`config.mk`:
```
export PLATFORM = sky130hd
export DESIGN_NAME = button_single_double_press_detector
export DESIGN_NICKNAME = d
export VERILOG_FILES = /design/src/hdl/bsdpd_pkg.sv /design/src/hdl/bsdpd_core.sv /design/src/hdl/button_single_double_press_detector.sv
export SDC_FILE = /design/constraint.sdc
export NUM_CORES = 1
export LEC_CHECK = 0
export ABC_AREA = 1
export ABC_CLOCK_PERIOD_IN_PS = 3700
export CELL_PAD_IN_SITES_DETAIL_PLACEMENT = 1
export CELL_PAD_IN_SITES_GLOBAL_PLACEMENT = 1
export CORE_ASPECT_RATIO = 1.25
export CORE_MARGIN = 1.5
export CORE_UTILIZATION = 51
export CTS_CLUSTER_DIAMETER = 50
export DETAILED_ROUTE_END_ITERATION = 10
export DONT_BUFFER_PORTS = 1
export GPL_TIMING_DRIVEN = 0
export HOLD_SLACK_MARGIN = 0.02
export PLACE_DENSITY_LB_ADDON = 0.1
export SYNTH_ARGS = -nofsm -noshare
export SYNTH_HDL_FRONTEND = slang
export SYNTH_HIERARCHICAL = 1
export SYNTH_SLANG_ARGS = --single-unit
```
`constraint.sdc`:
```
create_clock -name clk -period 3.7 [get_ports clk]
set_clock_uncertainty 0.15 [all_clocks]
set_input_delay 0.185 -clock clk [delete_from_list [all_inputs] [get_ports clk]]
set_output_delay 0.185 -clock clk [all_outputs]
set_load 0.01 [all_outputs]
```
`src/hdl/bsdpd_pkg.sv`:
```
// Shared types and constants for the single/double press detector.
`timescale 1ns / 1ps

package bsdpd_pkg;

    // Item kinds on the input stream
    localparam logic OP_TICK = 1'b0;
    localparam logic OP_EDGE = 1'b1;

    // Classifier modes
    localparam logic [1:0] MODE_IDLE     = 2'd0;
    localparam logic [1:0] MODE_CONFIRM1 = 2'd1;
    localparam logic [1:0] MODE_WAIT2    = 2'd2;
    localparam logic [1:0] MODE_CONFIRM2 = 2'd3;

    // Press event codes
    localparam logic [1:0] EV_NONE   = 2'd0;
    localparam logic [1:0] EV_SINGLE = 2'd1;
    localparam logic [1:0] EV_DOUBLE = 2'd2;

    // Register indexes
    localparam logic REG_DEBOUNCE = 1'b0;
    localparam logic REG_WINDOW   = 1'b1;

    // Widths and saturation limits
    localparam int DEBOUNCE_W = 10;
    localparam int WINDOW_W   = 12;
    localparam logic [DEBOUNCE_W-1:0] SINCE_MAX  = 10'd1023;
    localparam logic [WINDOW_W-1:0]   WINDOW_MAX = 12'd4095;

    // Register reset values
    localparam logic [DEBOUNCE_W-1:0] DEBOUNCE_RESET = 10'd30;
    localparam logic [WINDOW_W-1:0]   WINDOW_RESET   = 12'd250;

    // Configuration handed to the classifier
    typedef struct packed {
        logic [DEBOUNCE_W-1:0] debounce_time;
        logic [WINDOW_W-1:0]   double_window_ms;
    } cfg_t;

    // Status reported by the classifier
    typedef struct packed {
        logic [1:0] mode;
    } status_t;

endpackage

```
`src/hdl/bsdpd_core.sv`:
```
// Press classifier state and its single-pass next-state logic.
`timescale 1ns / 1ps

module bsdpd_core
(
    input  logic                clk,
    input  logic                rst_n,
    input  logic                step,
    input  logic                op,
    input  logic                level,
    input  bsdpd_pkg::cfg_t     cfg,
    output logic [1:0]          press_event,
    output bsdpd_pkg::status_t  status
);

    logic [1:0]                           mode_reg,    mode_next;
    logic [bsdpd_pkg::DEBOUNCE_W-1:0]     since_reg,   since_next;
    logic [bsdpd_pkg::DEBOUNCE_W-1:0]     confirm_reg, confirm_next;
    logic [bsdpd_pkg::WINDOW_W-1:0]       window_reg,  window_next;
    logic [bsdpd_pkg::WINDOW_W-1:0]       window_inc;
    logic                                 confirm_done;
    logic [1:0]                           ev;

    // Saturating window count and end of the confirmation wait
    assign window_inc   = (window_reg < bsdpd_pkg::WINDOW_MAX)
                          ? window_reg + 1'b1 : window_reg;
    assign confirm_done = (confirm_reg <= {{(bsdpd_pkg::DEBOUNCE_W-1){1'b0}}, 1'b1});

    // Next state for one item
    always_comb
    begin
        mode_next    = mode_reg;
        since_next   = since_reg;
        confirm_next = confirm_reg;
        window_next  = window_reg;
        ev           = bsdpd_pkg::EV_NONE;
        if (step)
        begin
            if (op == bsdpd_pkg::OP_EDGE)
            begin
                // An edge starts a check only when idle or waiting, and spaced enough
                if ((mode_reg == bsdpd_pkg::MODE_IDLE || mode_reg == bsdpd_pkg::MODE_WAIT2)
                    && since_reg >= cfg.debounce_time)
                begin
                    since_next   = '0;
                    confirm_next = cfg.debounce_time;
                    mode_next    = (mode_reg == bsdpd_pkg::MODE_IDLE)
                                   ? bsdpd_pkg::MODE_CONFIRM1 : bsdpd_pkg::MODE_CONFIRM2;
                end
            end
            else
            begin
                if (since_reg < bsdpd_pkg::SINCE_MAX)
                begin
                    since_next = since_reg + 1'b1;
                end
                if (mode_reg == bsdpd_pkg::MODE_CONFIRM1 || mode_reg == bsdpd_pkg::MODE_CONFIRM2)
                begin
                    confirm_next = confirm_done ? '0 : confirm_reg - 1'b1;
                end
                case (mode_reg)
                    bsdpd_pkg::MODE_CONFIRM1:
                    begin
                        if (confirm_done)
                        begin
                            if (!level)
                            begin
                                mode_next   = bsdpd_pkg::MODE_WAIT2;
                                window_next = '0;
                            end
                            else
                            begin
                                mode_next = bsdpd_pkg::MODE_IDLE;
                            end
                        end
                    end
                    bsdpd_pkg::MODE_WAIT2:
                    begin
                        window_next = window_inc;
                        if (window_inc >= cfg.double_window_ms)
                        begin
                            ev        = bsdpd_pkg::EV_SINGLE;
                            mode_next = bsdpd_pkg::MODE_IDLE;
                        end
                    end
                    bsdpd_pkg::MODE_CONFIRM2:
                    begin
                        window_next = window_inc;
                        if (confirm_done)
                        begin
                            if (!level)
                            begin
                                ev        = bsdpd_pkg::EV_DOUBLE;
                                mode_next = bsdpd_pkg::MODE_IDLE;
                            end
                            else if (window_inc >= cfg.double_window_ms)
                            begin
                                ev        = bsdpd_pkg::EV_SINGLE;
                                mode_next = bsdpd_pkg::MODE_IDLE;
                            end
                            else
                            begin
                                mode_next = bsdpd_pkg::MODE_WAIT2;
                            end
                        end
                    end
                    default:
                    begin
                        mode_next = mode_reg;
                    end
                endcase
            end
        end
    end

    // State registers
    always_ff @(posedge clk or negedge rst_n)
    begin
        if (!rst_n)
        begin
            mode_reg    <= bsdpd_pkg::MODE_IDLE;
            since_reg   <= '0;
            confirm_reg <= '0;
            window_reg  <= '0;
        end
        else
        begin
            mode_reg    <= mode_next;
            since_reg   <= since_next;
            confirm_reg <= confirm_next;
            window_reg  <= window_next;
        end
    end

    assign press_event = ev;
    assign status.mode = mode_reg;

endmodule

```
`src/hdl/button_single_double_press_detector.sv`:
```
// Top level of the button single/double press detector.
`timescale 1ns / 1ps

// Classifies button presses from a stream of millisecond ticks (with the
// sampled pin level) and falling-edge items, and returns one press event
// for every item: none, single press or double press. One item is taken in
// every clock cycle as long as results are taken; each item passes through an
// input register, the classifier logic and a result register. The input side
// keeps accepting while a result waits to be taken, until both the input and
// the result registers are full. The debounce time (index 0, reset 30) and
// double_window_ms (index 1, reset 250) are written through the configuration
// port; the user must write them only while no item is in flight, as the block
// itself does not enforce it.
module button_single_double_press_detector
(
    input  logic        clk,
    input  logic        rst_n,
    // Input stream
    input  logic        s_tvalid,
    output logic        s_tready,
    input  logic [7:0]  s_tdata,   // [0] button_level, [7:1] zero
    input  logic [0:0]  s_tuser,   // [0] operation
    // Result stream
    output logic        m_tvalid,
    input  logic        m_tready,
    output logic [7:0]  m_tdata,   // [1:0] press_event, [7:2] zero
    // Configuration port
    input  logic        cfg_we,
    input  logic        cfg_index,
    input  logic [11:0] cfg_data
);

    logic                in_valid_reg;
    logic                in_op_reg;
    logic                in_level_reg;
    logic                out_valid_reg;
    logic [1:0]          out_event_reg;
    logic                advance;
    logic [1:0]          core_event;
    bsdpd_pkg::cfg_t     cfg_reg;
    bsdpd_pkg::status_t  core_status;

    // An item moves on when the result register is free or being emptied
    assign advance  = in_valid_reg && (!out_valid_reg || m_tready);
    assign s_tready = !in_valid_reg || advance;

    // Input register
    always_ff @(posedge clk or negedge rst_n)
    begin
        if (!rst_n)
        begin
            in_valid_reg <= 1'b0;
        end
        else if (s_tready)
        begin
            in_valid_reg <= s_tvalid;
        end
    end

    always_ff @(posedge clk)
    begin
        if (s_tready && s_tvalid)
        begin
            in_op_reg    <= s_tuser[0];
            in_level_reg <= s_tdata[0];
        end
    end

    // Configuration registers
    always_ff @(posedge clk or negedge rst_n)
    begin
        if (!rst_n)
        begin
            cfg_reg.debounce_time    <= bsdpd_pkg::DEBOUNCE_RESET;
            cfg_reg.double_window_ms <= bsdpd_pkg::WINDOW_RESET;
        end
        else if (cfg_we)
        begin
            case (cfg_index)
                bsdpd_pkg::REG_DEBOUNCE:
                    cfg_reg.debounce_time <= cfg_data[bsdpd_pkg::DEBOUNCE_W-1:0];
                bsdpd_pkg::REG_WINDOW:
                    cfg_reg.double_window_ms <= cfg_data;
                default:
                    cfg_reg <= cfg_reg;
            endcase
        end
    end

    // Classifier
    bsdpd_core u_core
    (
        .clk         (clk),
        .rst_n       (rst_n),
        .step        (advance),
        .op          (in_op_reg),
        .level       (in_level_reg),
        .cfg         (cfg_reg),
        .press_event (core_event),
        .status      (core_status)
    );

    // Result register
    always_ff @(posedge clk or negedge rst_n)
    begin
        if (!rst_n)
        begin
            out_valid_reg <= 1'b0;
        end
        else if (advance)
        begin
            out_valid_reg <= 1'b1;
        end
        else if (m_tready)
        begin
            out_valid_reg <= 1'b0;
        end
    end

    always_ff @(posedge clk)
    begin
        if (advance)
        begin
            out_event_reg <= core_event;
        end
    end

    assign m_tvalid = out_valid_reg;
    assign m_tdata  = {6'b0, out_event_reg};

    // A double press can only come out of the second confirmation
    a_double_from_confirm2 : assert property (@(posedge clk) disable iff (!rst_n)
        advance && core_event == bsdpd_pkg::EV_DOUBLE
        |-> core_status.mode == bsdpd_pkg::MODE_CONFIRM2)
        else $error("double press outside second confirmation");

    // Any reported press returns the classifier to idle
    a_press_to_idle : assert property (@(posedge clk) disable iff (!rst_n)
        advance && core_event != bsdpd_pkg::EV_NONE
        |=> core_status.mode == bsdpd_pkg::MODE_IDLE)
        else $error("classifier not idle after a press");

    // A held item in the input register keeps its contents
    a_input_hold : assert property (@(posedge clk) disable iff (!rst_n)
        in_valid_reg && !advance
        |=> in_valid_reg && $stable(in_op_reg) && $stable(in_level_reg))
        else $error("stalled item lost or changed");

    // The result code is never out of range
    a_event_range : assert property (@(posedge clk) disable iff (!rst_n)
        m_tvalid |-> m_tdata[1:0] != 2'b11)
        else $error("invalid press event code");

endmodule
```
# Yosys cells after proc, flatten, opt, wreduce, memory -nomap -nowiden
# Cells that the tools add are included.
# word_totals
regBits	62
# op_classes
addsub	3
order_cmp	5
n_eq_ne	9
muxes	27
bitwise_logic	2
reduce_logical	22
# op_table
op	count
$mux 10	7
$mux 12	3
$pmux 12 s2	1
$mux 2	11
$add 12x1->12 const B	1
$ge 12x12->1	1
$lt 12x12->1 const B	1
$add 10x1->10 const B	1
$ge 10x10->1	1
$le 10x1->1 const B	1
$lt 10x10->1 const B	1
$sub 10x1->10 const B	1
$reduce_bool 2->1	4
$ne 3x2->1 const B	2
$pmux 2 s3	1
$reduce_and 3->1	2
$reduce_and 6->1	1
$reduce_and 5->1	1
$eq 2x2->1 const B	2
$logic_or 1x1->1	4
$ne 2x1->1 const B	2
$pmux 2 s2	1
$reduce_and 2->1	2
$reduce_bool 4->1	1
9 further kinds	15

# Logic depth before layout (Yosys ltp)
# Gate-level depths: netlist of run 1.
# logic_depth
word_depth	8
mapped_depth	21
ltp_nobuf	21

# Cells and area by module
# Netlist of run 1, hierarchy kept.
# by_module_without_submodules
module	instances	cells_each	area_per_inst_um2	seq_area_each_um2
bsdpd_core	1	411	2857.7	850.8
button_single_double_press_detector	1	120	1158.6	733.2

# Least setup slack after synthesis of run 1
# No wires, ideal clock.
# synth_path
path_kind	register to register
startpoint	reg u_core/window_reg[2] (netlist bit)
endpoint	reg u_core.mode_reg[0], in the netlist u_core/status[0]
setup_time_ps	125
arrival_time_ps	2267
required_ps	3425
path_slack_ps	1158
path_stages_with_launch	18
period_less_slack_ps	2542
path_cell_list	dfrtp_1 > nand3_1 > or2_1 > nor2_1 > nand3_1 > o21ai_1 > inv_1 > ha_1 > nand2_1 > nor2_1 > and2_1 > nand2_1 > nand4_1 > nand2_1 > nand2_1 > nand3_1 > nand2_1 > nand2_1
# synth_via
elab_chain_cells	5
# synth_lines
element	line_no	source
from (decl)	bsdpd_core.sv:19	logic [bsdpd_pkg::WINDOW_W-1:0] window_reg, window_next;
from (signal assigned)	bsdpd_core.sv:131	window_reg <= window_next;
$add 12x1->12 or $lt 12x12->1 (tied branches)	bsdpd_core.sv:26, bsdpd_core.sv:25	
$mux 12 (*)	bsdpd_core.sv:26	? window_reg + 1'b1 : window_reg;
$ge 12x12->1 (*)	bsdpd_core.sv:80	if (window_inc >= cfg.double_window_ms)
$ne 3x3->1 (no line) (*)	--	
$reduce_and 6->1 (no line) (*)	--	
to (signal assigned)	bsdpd_core.sv:121	mode_reg <= bsdpd_pkg::MODE_IDLE;
to (signal assigned)	bsdpd_core.sv:128	mode_reg <= mode_next;
to (decl)	bsdpd_core.sv:16	logic [1:0] mode_reg, mode_next;
# Mark *: on every way between the ends. The rest lies on a longest branch, timed or not.
# A chain may end at the register's enable or synchronous reset.

# Worst setup path after layout of run 1
# Ends and elaborated chain as after synthesis.

==> results of run 1 <==
==> path summary, 6_finish.rpt <==
kind | cells past startpoint | endpoint | startpoint
setup / recovery | 17 | u_core/status[0] | u_core/window_reg[2]
hold / removal | 2 | cfg_reg[9] | rst_n
setup reg to reg | 17 | u_core/status[0] | u_core/window_reg[2]
hold reg to reg | 2 | cfg_reg[1] | cfg_reg[1]
max in group asynchronous | 2 | cfg_reg[5] | rst_n
min in group clk | 1 | in_level_reg | s_tdata[0]
==> layer usage <==
layer | GRT usage, % | part of all wire, %
met1 | 32.3 | 38
met2 | 57.6 | 54
met3 | 5.80 | 2.6
met4 | 19.4 | 4.7
met5 | 0 | 0
==> area by class of cell <==
class	instances	area (um2)
fill	985	3070
multi-input combinational	381	2040
sequential	62	1580
inverter	74	278
timing repair buffer	25	268
clock buffer	12	145
buffer	19	130
tap	95	119
clock inverter	4	70.1
==> cells in the final DEF, fill, tap and decap left out, types with 5 or more instances in the layout <==
cell / netlist / final
nand2_1: 157 / 157
inv_1: 69 / 69
dfrtp_1: 48 / 48
nand3_1: 47 / 47
nor2_1: 38 / 38
ha_1: 26 / 26
dlygate4sd3_1: 0 / 24
xor2_1: 19 / 19
o21ai_1: 12 / 12
o22ai_1: 12 / 12
o21ai_0: 11 / 11
a21oi_1: 10 / 10
dfstp_2: 10 / 10
clkbuf_8: 0 / 10
buf_4: 8 / 8
nor3_1: 8 / 8
conb_1: 1 / 6
o21ai_2: 6 / 6
buf_2: 5 / 5
clkbuf_1: 3 / 5
nand4_1: 5 / 5
inv_2: 5 / 5
==> kinds of logic (layout without fill, tap and decap cells) <==
family	count (synthesis)	after routing	synth area share [%]
simple gates	275	275	29.9
buf+inv	93	134	10.2
flops	62	62	39.4
compound gates	53	53	7.69
fa+ha+maj	26	26	8.10
xor+xnor	21	21	4.58
other cells	1	6	0.0934
==> worst reg2reg max path, stage by stage, from the launching register on <==
cell and delay, ps:
dfrtp_1 430, nand3_1 210, or2_1 320, nor2_1 240, nand3_1 120, o21ai_1 200
inv_1 80, ha_1 320, nand2_1 80, nor2_1 230, and2_1 170, nand2_1 90
nand4_1 120, nand2_1 70, nand2_1 60, nand3_1 80, nand2_1 60, nand2_1 50
==> power groups by stage <==
stage	clock network, mW	logic [mW]	registers, mW
floorplan	0	0.565	0.927
global placement	0	0.680	0.957
detailed placement	0	0.726	0.966
CTS	0.677	0.787	0.958
global route	0.719	0.926	0.984
finish	0.671	0.827	0.962
==> what timing repair did <==
item,4_1_cts,5_1_grt
resized for setup,0,0
hold buffers,25,0
hold endpoints to repair,86,0
==> results.toml, run 1 <==
[setup_path]
critPathBufInv = 1
worstPathArrival_ps = 3270
crit_top_cell = "nand2_1"
crit_path_start_kind = "register"
critical_path.max_fanout = 5
path_cells = "nand3_1 > or2_1 > nor2_1 > nand3_1 > o21ai_1 > inv_1 > ha_1 > nand2_1 > nor2_1 > and2_1 > nand2_1 > nand4_1 > nand2_1 > nand2_1 > nand3_1 > nand2_1 > nand2_1"
reg2reg_slack_ps = 510
critPathSlowestCell = "dfrtp_1"
worstSetupPathType = "register to register"
max_stage_delay_ps = 430
required_ps = 3780
crit_family = "simple AND/OR/NAND/NOR gates"
cp-end-kind = "register"

[power]
switching_share_pct = 37.9
p_switching_mw = 0.932
pwr-share-clk_pct = 27.3
combPwrFrac_pct = 33.6
finalPower_mw = 2.46
p_per_area_nw_per_um2 = 530
p_seq_share_pct = 39.1
p_int_mw = 1.53
p_leak_nw = 2.34
vdd_drop_max_mv = 0.374

[route]
drt_first_pass_iters = 4
routed_wl_mm = 12.1
drc = 0
wl_per_cell_um = 18.1
final_antenna_net_count = 0
post_drt_via_cell_ratio = 5.46
drt_first_iter_violations = 112
via_count = 3667

[die]
die_h_um = 102
die_w_um = 82.4
rows = 36
fp.coreArea_um2 = 7700
start_util_pct = 52.1
die_area_um2 = 8420
pin_count = 37

[sta]
rsz0062_at_grt = "no"
finalHoldViolCount = 0
fmax_mhz = 314
fin_hold_ws_ps = 250
fin_ws_ps = 512
period_share_pct = 86.2
worst_slew_pin_slew_ps = 532
fin_tns_setup_ps = 0
drv_slew = 0
setup_viol = 0
max_slew_margin_pct = 64.5
fin_crit_ps = 3190

[yosys]
syn_avg_cell_area_um2 = 7.56
synth_cells = 531
yosysMostFrequentCell = "nand2_1"
ys_seq_area_share_pct = 39.4
yosysTopAreaCellShare_pct = 29.9
yosys_warnings = 6
synth_ff_type = "dfrtp_1"
synth_cell_type_count = 36
ys_ff_latch = 62
synthArstFlopShare_pct = 93.5
netlist_top_cells_area = "dfrtp_1 (30%), nand2_1 (15%), ha_1 (8.1%)"
synth_top_area_cell = "dfrtp_1"
synth_edf_count = 4
synth_common_cells = "nand2_1 (157), inv_1 (69), dfrtp_1 (48)"
syn_area_um2 = 4020

[layout]
largest_register_ff_count = 22
drive_above_1_share_pct = 11.4
fin_area_um2 = 4640
area_growth_pct = 15.5
nets = 625
n_antenna_cell = 0
post-route-util_pct = 60.2
instances_no_fill = 672

[clocking]
insertion_delay_ps = 360
root_buffer = "clkbuf_8"
clk_pin_slew_ps = 80
clk_path_buf_depth = 2
cts_setup_buffers = 0
cts-buffers-inserted = 9
cts_tree = "built"
htree_levels = 3
cts_sinks = 62

[status]
status = "completed"

[global_routing]
first_global_vias = 3942
grt_max_degree = 59
track_usage_pct = 31.5
overflow = 0
grt_antenna_before_repair = 0
grt_pass1_wl_mm = 19.2

[hold_path]
hold_class = "input port to async pin"

[place]
place_hpwl_mm = 8.05
dp_cells = 631
routabilityCongestion = 0.821
placed_cell_area_um2 = 4150
portBuffers = 0
pre_cts_ws_ps = 570

[flow_run]
drv_cap = 0
(Power assumes the default switching activity.)
==> run 2: changes to the inputs <==
--- a/config.mk
+++ b/config.mk
@@ -11,7 +11,8 @@
 export CELL_PAD_IN_SITES_GLOBAL_PLACEMENT = 1
 export CORE_ASPECT_RATIO = 1.25
 export CORE_MARGIN = 1.5
-export CORE_UTILIZATION = 51
+export CORE_UTILIZATION = 53
+export CTS_BUF_LIST = sky130_fd_sc_hd__clkbuf_8
 export CTS_CLUSTER_DIAMETER = 50
 export DETAILED_ROUTE_END_ITERATION = 10
 export DONT_BUFFER_PORTS = 1
==> run 2 against run 1 <==
  * Largest cell class unchanged
  * Global-route usage up 5.4 points
  * Register-to-register slack got worse by 97 ps
  * Setup slack worse by 97 ps
  * Design area grew 0.54%
  * Critical path type unchanged
  * Die area shrank 3.7%
  * Clock power is 5.1% lower
  * Routed wire length increased by 15%
  * Non-clock buffer count rose by 4
  * Sequential share of layout area fell by 0.18 points
  * Clock-buffer cell count is 3 lower
  * Via count rose by 6.7%
==> results.toml, run 2 (same netlist as run 1, synthesis figures left out) <==
[status]
status = "completed"

[layout]
fillers = 932
mostFrequentLayoutCell = "nand2_1"
nets = 629
n_antenna_cell = 0
fin_area_um2 = 4660
largest_register_ff_count = 22
instances_no_fill = 673
drive_above_1_share_pct = 11.7
final_cell_mix = "nand2_1 (157), inv_1 (69), dfrtp_1 (48)"
area_growth_pct = 16.1

[sta]
period_share_pct = 88.8
finalHoldViolCount = 0
drv_slew = 0
rsz0062_at_grt = "no"
setup_viol = 0
fin_crit_ps = 3290
fin_hold_ws_ps = 169
fin_ws_ps = 415
fin_tns_setup_ps = 0
max_slew_margin_pct = 63.2
worst_slew_pin_slew_ps = 553
fmax_mhz = 304

[setup_path]
critical_path.max_fanout = 4
r2r.worst_path.cells = 17
reg2reg_to = "u_core/status[1]"
worstPathArrival_ps = 3360
max_stage_delay_ps = 410
worstSetupPathType = "register to register"
critPathSlowestCell = "dfrtp_1"
worstReg2RegStart = "u_core/window_reg[1]"
path_cells = "nand3_1 > or2_1 > nor2_1 > nand3_1 > o21ai_1 > inv_1 > ha_1 > nand2_1 > nor2_1 > and2_1 > nand2_1 > nand4_1 > nand2_1 > nand2_1 > nand3_1 > nand2_1 > nand2_1"
reg2reg_slack_ps = 410
critPathBufInv = 1
crit_top_cell = "nand2_1"
cp-end-kind = "register"
crit_path_start_kind = "register"
crit_family = "simple AND/OR/NAND/NOR gates"
required_ps = 3780

[clocking]
cts-buffers-inserted = 9
cts_tree = "built"
cts_resized = 0
clk_pin_slew_ps = 100
clk_path_buf_depth = 2
hold_buffers = 29
cts_setup_buffers = 0
root_buffer = "clkbuf_8"
insertion_delay_ps = 360
cts_sinks = 62
htree_levels = 3

[place]
placed_cell_area_um2 = 4150
routabilityCongestion = 0.799
portBuffers = 0
dp_cells = 628
pre_cts_ws_ps = 590
place_hpwl_mm = 8.21

[global_routing]
overflow = 0
grt_antenna_before_repair = 0
grt_pass1_wl_mm = 22.0
track_usage_pct = 36.9
grt_max_degree = 59
first_global_vias = 4320

[flow_run]
drv_cap = 0

[power]
vdd_drop_max_mv = 0.317
p_per_area_nw_per_um2 = 532
p_leak_nw = 2.35

[route]
drt_first_pass_iters = 4
final_antenna_net_count = 0
routed_wl_mm = 14.0
drc = 0
wl_per_cell_um = 20.8
post_drt_via_cell_ratio = 5.81
drt_first_iter_violations = 164
via_count = 3912

[die]
fp.coreArea_um2 = 7360
die_area_um2 = 8110
die_h_um = 100
die_w_um = 80.9
pin_count = 37
start_util_pct = 54.6
rows = 35

[hold_path]
hold_class = "input port to async pin"
==> run 2: worst max path at each step <==
stage / start / to / depth (start not counted)
6_report: u_core/window_reg[1] / u_core/status[1] / 17
2_1_floorplan: u_core/window_reg[2] / u_core/status[0] / 17
4_1_cts: u_core/window_reg[1] / u_core/status[0] / 17
3_3_place_gp: u_core/window_reg[2] / u_core/status[0] / 17
3_5_place_dp: u_core/window_reg[1] / u_core/status[0] / 17
5_1_grt: u_core/window_reg[1] / u_core/status[1] / 17
==> run 2: final cells by class <==
type	count	area, um2	share of cell area [%]
repair buffers	29	308	6.60
plain buffers	19	130	2.79
well taps	92	115	2.47
multi-input cells	381	2040	43.8
inverters	74	278	5.96
clock buffers	9	124	2.66
flip-flops and latches	62	1580	34.0
clock inverters	7	80.1	1.72
==> run 2: through the flow <==
stage	power (mW)	utilization, %
floorplan	1.49	-
global placement	1.64	56.4
detailed placement	1.70	56.4
CTS	2.39	63.4
global route	2.61	63.4
finish	2.48	63.4
==> run 2: power breakdown <==
part / internal (mW) / switching [mW]
clock: 0.320 / 0.317
combinational: 0.314 / 0.562
sequential: 0.825 / 0.144
==> run 2: metal layers <==
metal	share of wire, %	wire length, um	GRT usage (%)	up-vias
met5	0	0	0	-
met4	6.9	961	26.1	0
met3	4.1	572	6.00	64
met2	53	7410	67.1	132
met1	36	5030	37.2	1931
li1	-	-	-	1785
